## src/sv/bda_pkg.sv

```systemverilog
// ----------------------------------------------------------------------------
// bda_pkg
// shared types and constants for the button debounce / auto-repeat core
// ----------------------------------------------------------------------------
package bda_pkg;

  localparam int unsigned NumButtons   = 5;
  localparam int unsigned TimeWidth    = 64;
  localparam int unsigned DebWidth     = 20;
  localparam int unsigned PeriodWidth  = 24;
  localparam int unsigned DelayWidth   = 24;
  localparam int unsigned CfgDataWidth = 24;
  localparam int unsigned CfgIdxWidth  = 2;

  localparam logic [DebWidth-1:0]    DebounceReset = DebWidth'(1000 * 5);
  localparam logic [PeriodWidth-1:0] PeriodReset   = PeriodWidth'(1000 * 200);
  localparam logic [DelayWidth-1:0]  DelayReset    = DelayWidth'(1000 * 300);

  // register indexes of the configuration port
  localparam logic [CfgIdxWidth-1:0] CfgDebounce = 2'd0;
  localparam logic [CfgIdxWidth-1:0] CfgPeriod   = 2'd1;
  localparam logic [CfgIdxWidth-1:0] CfgDelay    = 2'd2;

  typedef struct packed {
    logic [DebWidth-1:0]    debounce_time;
    logic [PeriodWidth-1:0] repeat_period;
    logic [DelayWidth-1:0]  initial_delay;
  } cfg_t;

  typedef struct packed {
    logic pressed;
    logic released;
    logic down;
    logic pulsed;
  } lane_res_t;

endpackage

```

## src/sv/bda_lane.sv

```systemverilog
// ----------------------------------------------------------------------------
// bda_lane
// per-button debounce and auto-repeat state, one scan per cycle while scans are accepted
// ----------------------------------------------------------------------------
module bda_lane (
  input  logic                              clk_i,
  input  logic                              rst_ni,
  input  logic                              accept_i,
  input  logic [bda_pkg::TimeWidth-1:0]     now_time_i,
  input  logic                              level_i,
  input  bda_pkg::cfg_t                     cfg_i,
  output bda_pkg::lane_res_t                res_o
);

  logic                          hold_valid_q, hold_valid_d;
  logic                          was_down_q, was_down_d;
  logic [bda_pkg::TimeWidth-1:0] hold_start_q, hold_start_d;
  logic [bda_pkg::TimeWidth-1:0] last_repeat_q, last_repeat_d;

  logic                          held;
  logic                          is_down;
  logic                          pulse;
  logic [bda_pkg::TimeWidth-1:0] start_eff;
  logic [bda_pkg::TimeWidth-1:0] hold_diff;
  logic [bda_pkg::TimeWidth-1:0] rep_diff;

  always_comb begin
    held      = ~level_i;
    // a fresh hold starts at the current scan
    start_eff = hold_valid_q ? hold_start_q : now_time_i;
    hold_diff = now_time_i - start_eff;
    is_down   = held &&
                (hold_diff > bda_pkg::TimeWidth'(cfg_i.debounce_time));
    rep_diff  = now_time_i - last_repeat_q;
    // signed compare: reference in the future never pulses
    pulse     = is_down && was_down_q && !rep_diff[bda_pkg::TimeWidth-1] &&
                (rep_diff > bda_pkg::TimeWidth'(cfg_i.repeat_period));

    hold_valid_d  = held;
    hold_start_d  = start_eff;
    was_down_d    = is_down;
    last_repeat_d = last_repeat_q;
    if (is_down && !was_down_q) begin
      last_repeat_d = now_time_i + bda_pkg::TimeWidth'(cfg_i.initial_delay);
    end else if (pulse) begin
      last_repeat_d = now_time_i;
    end

    res_o.pressed  = is_down && !was_down_q;
    res_o.released = !is_down && was_down_q;
    res_o.down     = is_down;
    res_o.pulsed   = pulse;
  end

  always_ff @(posedge clk_i or negedge rst_ni) begin
    if (!rst_ni) begin
      hold_valid_q <= 1'b0;
      was_down_q   <= 1'b0;
    end else if (accept_i) begin
      hold_valid_q <= hold_valid_d;
      was_down_q   <= was_down_d;
    end
  end

  // only read while hold_valid / was_down are set, so no reset needed
  always_ff @(posedge clk_i) begin
    if (accept_i) begin
      hold_start_q  <= hold_start_d;
      last_repeat_q <= last_repeat_d;
    end
  end

endmodule

```

## src/sv/bda_merge.sv

```systemverilog
// ----------------------------------------------------------------------------
// bda_merge
// gathers lane results into button masks and holds them in the output register
// ----------------------------------------------------------------------------
module bda_merge (
  input  logic                                clk_i,
  input  logic                                rst_ni,
  input  logic                                accept_i,
  input  bda_pkg::lane_res_t [bda_pkg::NumButtons-1:0] lane_res_i,
  input  logic                                out_ready_i,
  output logic                                in_ready_o,
  output logic                                out_valid_o,
  output logic [bda_pkg::NumButtons-1:0]      pressed_mask_o,
  output logic [bda_pkg::NumButtons-1:0]      released_mask_o,
  output logic [bda_pkg::NumButtons-1:0]      down_mask_o,
  output logic [bda_pkg::NumButtons-1:0]      pulsed_mask_o
);

  logic                             out_valid_q, out_valid_d;
  logic [bda_pkg::NumButtons-1:0]   pressed_q, pressed_d;
  logic [bda_pkg::NumButtons-1:0]   released_q, released_d;
  logic [bda_pkg::NumButtons-1:0]   down_q, down_d;
  logic [bda_pkg::NumButtons-1:0]   pulsed_q, pulsed_d;

  always_comb begin
    for (int i = 0; i < bda_pkg::NumButtons; i++) begin
      pressed_d[i]  = lane_res_i[i].pressed;
      released_d[i] = lane_res_i[i].released;
      down_d[i]     = lane_res_i[i].down;
      pulsed_d[i]   = lane_res_i[i].pulsed;
    end
  end

  // a new request is taken whenever the slot is empty or drains this cycle
  assign in_ready_o  = !out_valid_q || out_ready_i;
  assign out_valid_d = accept_i || (out_valid_q && !out_ready_i);

  always_ff @(posedge clk_i or negedge rst_ni) begin
    if (!rst_ni) begin
      out_valid_q <= 1'b0;
    end else begin
      out_valid_q <= out_valid_d;
    end
  end

  always_ff @(posedge clk_i) begin
    if (accept_i) begin
      pressed_q  <= pressed_d;
      released_q <= released_d;
      down_q     <= down_d;
      pulsed_q   <= pulsed_d;
    end
  end

  assign out_valid_o     = out_valid_q;
  assign pressed_mask_o  = pressed_q;
  assign released_mask_o = released_q;
  assign down_mask_o     = down_q;
  assign pulsed_mask_o   = pulsed_q;

endmodule

```

## src/sv/button_debounce_autorepeat_core.sv

```systemverilog
// ----------------------------------------------------------------------------
// button_debounce_autorepeat_core
// debounce and auto-repeat for a bank of active-low buttons, one scan a request
// ----------------------------------------------------------------------------
// output: the result is registered, valid in the cycle after the request is accepted
// throughput: one scan per cycle unless the output register is held full, set by the
//   per-button state update (64-bit subtract and compare in each lane)
// reset: registers return to 5000 / 200000 / 300000 us, no button held or down,
//   output register empty
// ----------------------------------------------------------------------------
module button_debounce_autorepeat_core (
  input  logic                                clk_i,
  input  logic                                rst_ni,
  input  logic                                cfg_we_i,
  input  logic [bda_pkg::CfgIdxWidth-1:0]     cfg_index_i,
  input  logic [bda_pkg::CfgDataWidth-1:0]    cfg_wdata_i,
  input  logic                                in_valid_i,
  output logic                                in_ready_o,
  input  logic [bda_pkg::TimeWidth-1:0]       now_time_i,
  input  logic [bda_pkg::NumButtons-1:0]      raw_levels_i,
  output logic                                out_valid_o,
  input  logic                                out_ready_i,
  output logic [bda_pkg::NumButtons-1:0]      pressed_mask_o,
  output logic [bda_pkg::NumButtons-1:0]      released_mask_o,
  output logic [bda_pkg::NumButtons-1:0]      down_mask_o,
  output logic [bda_pkg::NumButtons-1:0]      pulsed_mask_o
);

  bda_pkg::cfg_t cfg_q, cfg_d;
  logic          accept;
  bda_pkg::lane_res_t [bda_pkg::NumButtons-1:0] lane_res;

  always_comb begin
    cfg_d = cfg_q;
    if (cfg_we_i) begin
      case (cfg_index_i)
        bda_pkg::CfgDebounce: cfg_d.debounce_time = cfg_wdata_i[bda_pkg::DebWidth-1:0];
        bda_pkg::CfgPeriod:   cfg_d.repeat_period = cfg_wdata_i[bda_pkg::PeriodWidth-1:0];
        bda_pkg::CfgDelay:    cfg_d.initial_delay = cfg_wdata_i[bda_pkg::DelayWidth-1:0];
        default:              cfg_d = cfg_q;
      endcase
    end
  end

  always_ff @(posedge clk_i or negedge rst_ni) begin
    if (!rst_ni) begin
      cfg_q.debounce_time <= bda_pkg::DebounceReset;
      cfg_q.repeat_period <= bda_pkg::PeriodReset;
      cfg_q.initial_delay <= bda_pkg::DelayReset;
    end else begin
      cfg_q <= cfg_d;
    end
  end

  assign accept = in_valid_i && in_ready_o;

  for (genvar g = 0; g < bda_pkg::NumButtons; g++) begin : g_lane
    bda_lane u_lane (
      .clk_i      (clk_i),
      .rst_ni     (rst_ni),
      .accept_i   (accept),
      .now_time_i (now_time_i),
      .level_i    (raw_levels_i[g]),
      .cfg_i      (cfg_q),
      .res_o      (lane_res[g])
    );
  end

  bda_merge u_merge (
    .clk_i           (clk_i),
    .rst_ni          (rst_ni),
    .accept_i        (accept),
    .lane_res_i      (lane_res),
    .out_ready_i     (out_ready_i),
    .in_ready_o      (in_ready_o),
    .out_valid_o     (out_valid_o),
    .pressed_mask_o  (pressed_mask_o),
    .released_mask_o (released_mask_o),
    .down_mask_o     (down_mask_o),
    .pulsed_mask_o   (pulsed_mask_o)
  );

endmodule

```

## config.mk

```make
export PLATFORM = sky130hd
export DESIGN_NAME = button_debounce_autorepeat_core
export DESIGN_NICKNAME = d
export VERILOG_FILES = /design/src/sv/bda_pkg.sv /design/src/sv/bda_lane.sv /design/src/sv/bda_merge.sv /design/src/sv/button_debounce_autorepeat_core.sv
export SDC_FILE = /design/constraint.sdc
export NUM_CORES = 2
export LEC_CHECK = 0
export ABC_CLOCK_PERIOD_IN_PS = 14800
export CAP_MARGIN = 20
export CELL_PAD_IN_SITES_DETAIL_PLACEMENT = 1
export CELL_PAD_IN_SITES_GLOBAL_PLACEMENT = 1
export CORE_ASPECT_RATIO = 1.75
export CORE_UTILIZATION = 46
export CTS_CLUSTER_DIAMETER = 200
export DETAILED_ROUTE_END_ITERATION = 7
export DONT_BUFFER_PORTS = 1
export GPL_TIMING_DRIVEN = 0
export PLACE_DENSITY_LB_ADDON = 0.1
export RECOVER_POWER = 25
export SYNTH_ARGS = -nofsm -noshare
export SYNTH_HDL_FRONTEND = slang
export SYNTH_SLANG_ARGS = --single-unit
```

## constraint.sdc

```tcl
create_clock -name clk_i -period 14.8 [get_ports clk_i]
set_clock_uncertainty 0.15 [all_clocks]
set_input_delay 2.22 -clock clk_i [delete_from_list [all_inputs] [get_ports clk_i]]
set_output_delay 2.22 -clock clk_i [all_outputs]
set_load 0.01 [all_outputs]
```

==> summary.txt <==
Timing
  • Final Setup Violations: 0
  • Fmax: 81.5 MHz
  • Slew Limit Fails: 276
  • Final Hold Vio Count: 0
  • Worst-Margin Slew: 2.39 ns
  • Setup TNS: 0 ns
  • Tcrit/Tclk final: 0.829
  • RSZ-0062 raised after global routing: false
  • Tmin final: 12.27 ns
  • Final setup margin: 2.53 ns
  • Max-slew headroom: -0.593

Placement
  • GP Congestion: 1.12
  • Hpwl dp: 346000 um
  • Pre-CTS WS: 2.63 ns
  • Placed instance count: 12500
  • Port bufs: 0

Route
  • Post-DRT Antenna Nets: 0
  • Final wirelength: 442000 um
  • DRT Pass-1 Iters: 6
  • Iter 0 DRT Violations: 8061
  • Post-route DRC violation count: 0
  • Vias/cell: 6.83
  • Mean routed wirelength per cell: 34.9 um
  • Vias: 86500

Power
  • Pwr dens: 110 mW/mm^2
  • Leakage Power: 36.2 nW
  • Peak supply drop: 0.0891 mV
  • Overall Power: 9.73 mW

Yosys
  • Post-synth ARST share: 0.107
  • Yosys top cell area share: 0.242
  • Synth unique cells: 101
  • Gate Count Post-Synth: 10000
  • Syn_nets: 11000
  • Leading area contributor after synthesis: edfxtp_1
  • Sequential area share after synthesis: 0.266
  • Synthesized area per cell: 8.19 um^2
  • Post-Syn Area: 0.0820 mm^2
  • Yosys warns: 0
  • Synth Register Bits: 739
  • Ranking of synthesized cells by area: edfxtp_1, ha_1, a21oi_1
  • EDFF count, synth: 660
  • Main synth FF type: edfxtp_1

Worst setup path
  • Reg2reg start: g_lane[2].u_lane.hold_valid_q$_DFFE_PN0P_
  • CP dominant cell by count: clkbuf_1
  • CP delay by family, top: buffers and inverters
  • CP peak stage delay: 0.95 ns
  • Req. time, crit path: 15.08 ns
  • Buffers & Inverters on Critical Path: 8
  • Crit-path max FO: 10
  • Startpoint types: flip-flop
  • Critical path class: flip-flop to flip-flop
  • Worst R2R Setup Slack: 2.53 ns
  • Setup crit end kind: flip-flop
  • Worst R2R End: g_lane[2].u_lane.last_repeat_q[56]$_DFFE_PP_
  • Slowest cell on the critical path: a2111oi_0
  • CP Data Arrival Time: 12.54 ns
  • Register-to-Register Path Depth: 29

Hold path
  • HP Start: cfg_q[43]$_DFFE_PN0P_
  • WHS Endpoint: cfg_q[43]$_DFFE_PN0P_
  • Hold WC Path Type: flip-flop to flip-flop
  • Hold depth: 1

Floorplan
  • Die area: 0.180 mm^2
  • Rows: 204
  • Core ar.: 0.177 mm^2
  • Initial Util: 0.464
  • I/O pins: 122
  • Die Height: 561 um
  • Chip Width: 321 um

Global route
  • Global-route wire length before repair: 624000 um
  • Initial antenna violation count: 37
  • Congestion Overflow GR: 0
  • GRT Total Usage: 0.482
  • Vias in the first global route: 89800
  • Largest net degree at the start of global routing: 127

Layout
  • Synth-to-layout area growth: 8.12%
  • Final Non-Filler Cells: 12700
  • Layout cell share with drive strength beyond 1: 0.0493
  • Nets: 11200
  • Most common cell after layout, fill and taps aside: nand2_1
  • Final Util: 0.501
  • Most frequent cells in the layout: nand2_1, a21oi_1, ha_1, inv_1, edfxtp_1

Clock tree
  • CTS root buf: clkbuf_16
  • CTS Buf Count: 74
  • Htree depth: 3
  • Max clock buf depth: 3
  • Worst-path clk slew: 0.07 ns
  • Clk sinks: 739
  • Post_cts resized: 0
  • Hold_buf cts: 0
  • TritonCTS clock tree: done
  • Post-CTS setup buffer count: 0
  • Clock Latency Late Sink: 0.74 ns

Status
  • Run status: finished, violations left
  • Failing checks: capacitance limit, slew limit

Job
  • Max-Cap Viols: 25
==> worst register-to-register path, delay by kind of cell (launching register included) <==
family,cells,cell delay (ns)
buffers and inverters,8,4.07
and+or+nand+nor,8,3.29
AOI/OAI and AO/OA,8,3.00
adders and majority gates,2,0.68
DFF,1,0.32
xor gates and xnor gates,2,0.26
muxes,1,0.22
==> per-stage QoR <==
step	instance area (um^2)	hold WS, ns
global route	88600	0.375
finish	88700	0.361
detailed placement	86000	0.345
CTS	88500	0.361
floorplan	82000	0.329
global placement	85000	0.338
==> cell usage after synthesis (129+ instances only) <==
master / count
a21o_1: 261
a21oi_1: 994
clkbuf_1: 377
edfxtp_1: 660
ha_1: 884
inv_1: 857
mux2_2: 129
mux2i_1: 360
nand2_1: 1018
nand3_1: 202
nand4_1: 342
nor2_1: 595
nor3_1: 198
o21a_1: 153
o21ai_0: 603
xnor2_1: 418
xor2_1: 201
==> sequential cells by signal (all words and copies together), names as in the netlist, 5 cells and up <==
register	flops
g_lane.u_lane.hold_start_q	320
u_merge.pulsed_mask_o	5
g_lane.u_lane.last_repeat_q	320
g_lane.u_lane.hold_valid_q	5
u_merge.pressed_mask_o	5
g_lane.u_lane.was_down_q	5
cfg_q	68
u_merge.released_mask_o	5
u_merge.down_mask_o	5
==> routing by layer <==
metal,vias to the layer above,global-route usage,share of wire
met5,-,0,0.00028
met4,12,0.533,0.14
met3,2117,0.127,0.081
met2,4505,0.792,0.46
met1,42600,0.465,0.32
li1,37300,-,-
==> cell type report <==
type	instances	area, um^2
antenna	37	92.6
buffer	478	1890
clock buffer	101	2100
clock inverter	36	428
fill	21400	88200
inverter	861	3240
multi-input combinational	7936	55200
sequential	739	21800
tap	2369	2960
timing repair buffer	98	930
==> worst max path at each step <==
stage	startpoint	to	slack, ns	cells past startpoint
finish	g_lane[2].u_lane.hold_valid_q$_DFFE_PN0P_	g_lane[2].u_lane.last_repeat_q[56]$_DFFE_PP_	2.53	29
global route	now_time_i[0]	g_lane[2].u_lane.last_repeat_q[56]$_DFFE_PP_	2.52	27
CTS	now_time_i[0]	g_lane[2].u_lane.last_repeat_q[56]$_DFFE_PP_	3.27	27
detailed placement	now_time_i[0]	g_lane[2].u_lane.last_repeat_q[57]$_DFFE_PP_	2.63	27
global placement	now_time_i[0]	g_lane[3].u_lane.last_repeat_q[0]$_DFFE_PP_	-7.90	23
floorplan	now_time_i[0]	g_lane[3].u_lane.last_repeat_q[0]$_DFFE_PP_	0.85	25
==> kinds of logic after synthesis <==
family,count (synthesis),synth area share
DFF,739,0.266
adders and majority gates,895,0.138
AOI/OAI and AO/OA,2951,0.227
xor gates and xnor gates,619,0.0661
and+or+nand+nor,2925,0.171
muxes,546,0.0695
buffers and inverters,1339,0.0625
==> where the power goes <==
group          switching (mW)  leakage [nW]  internal (mW)  total [mW]
clock                   0.966          1.22           1.10        2.07
sequential             0.0682          7.11           2.51        2.58
combinational            3.45          27.9           1.64        5.08
No activity file was read; power rests on OpenSTA's default activity.
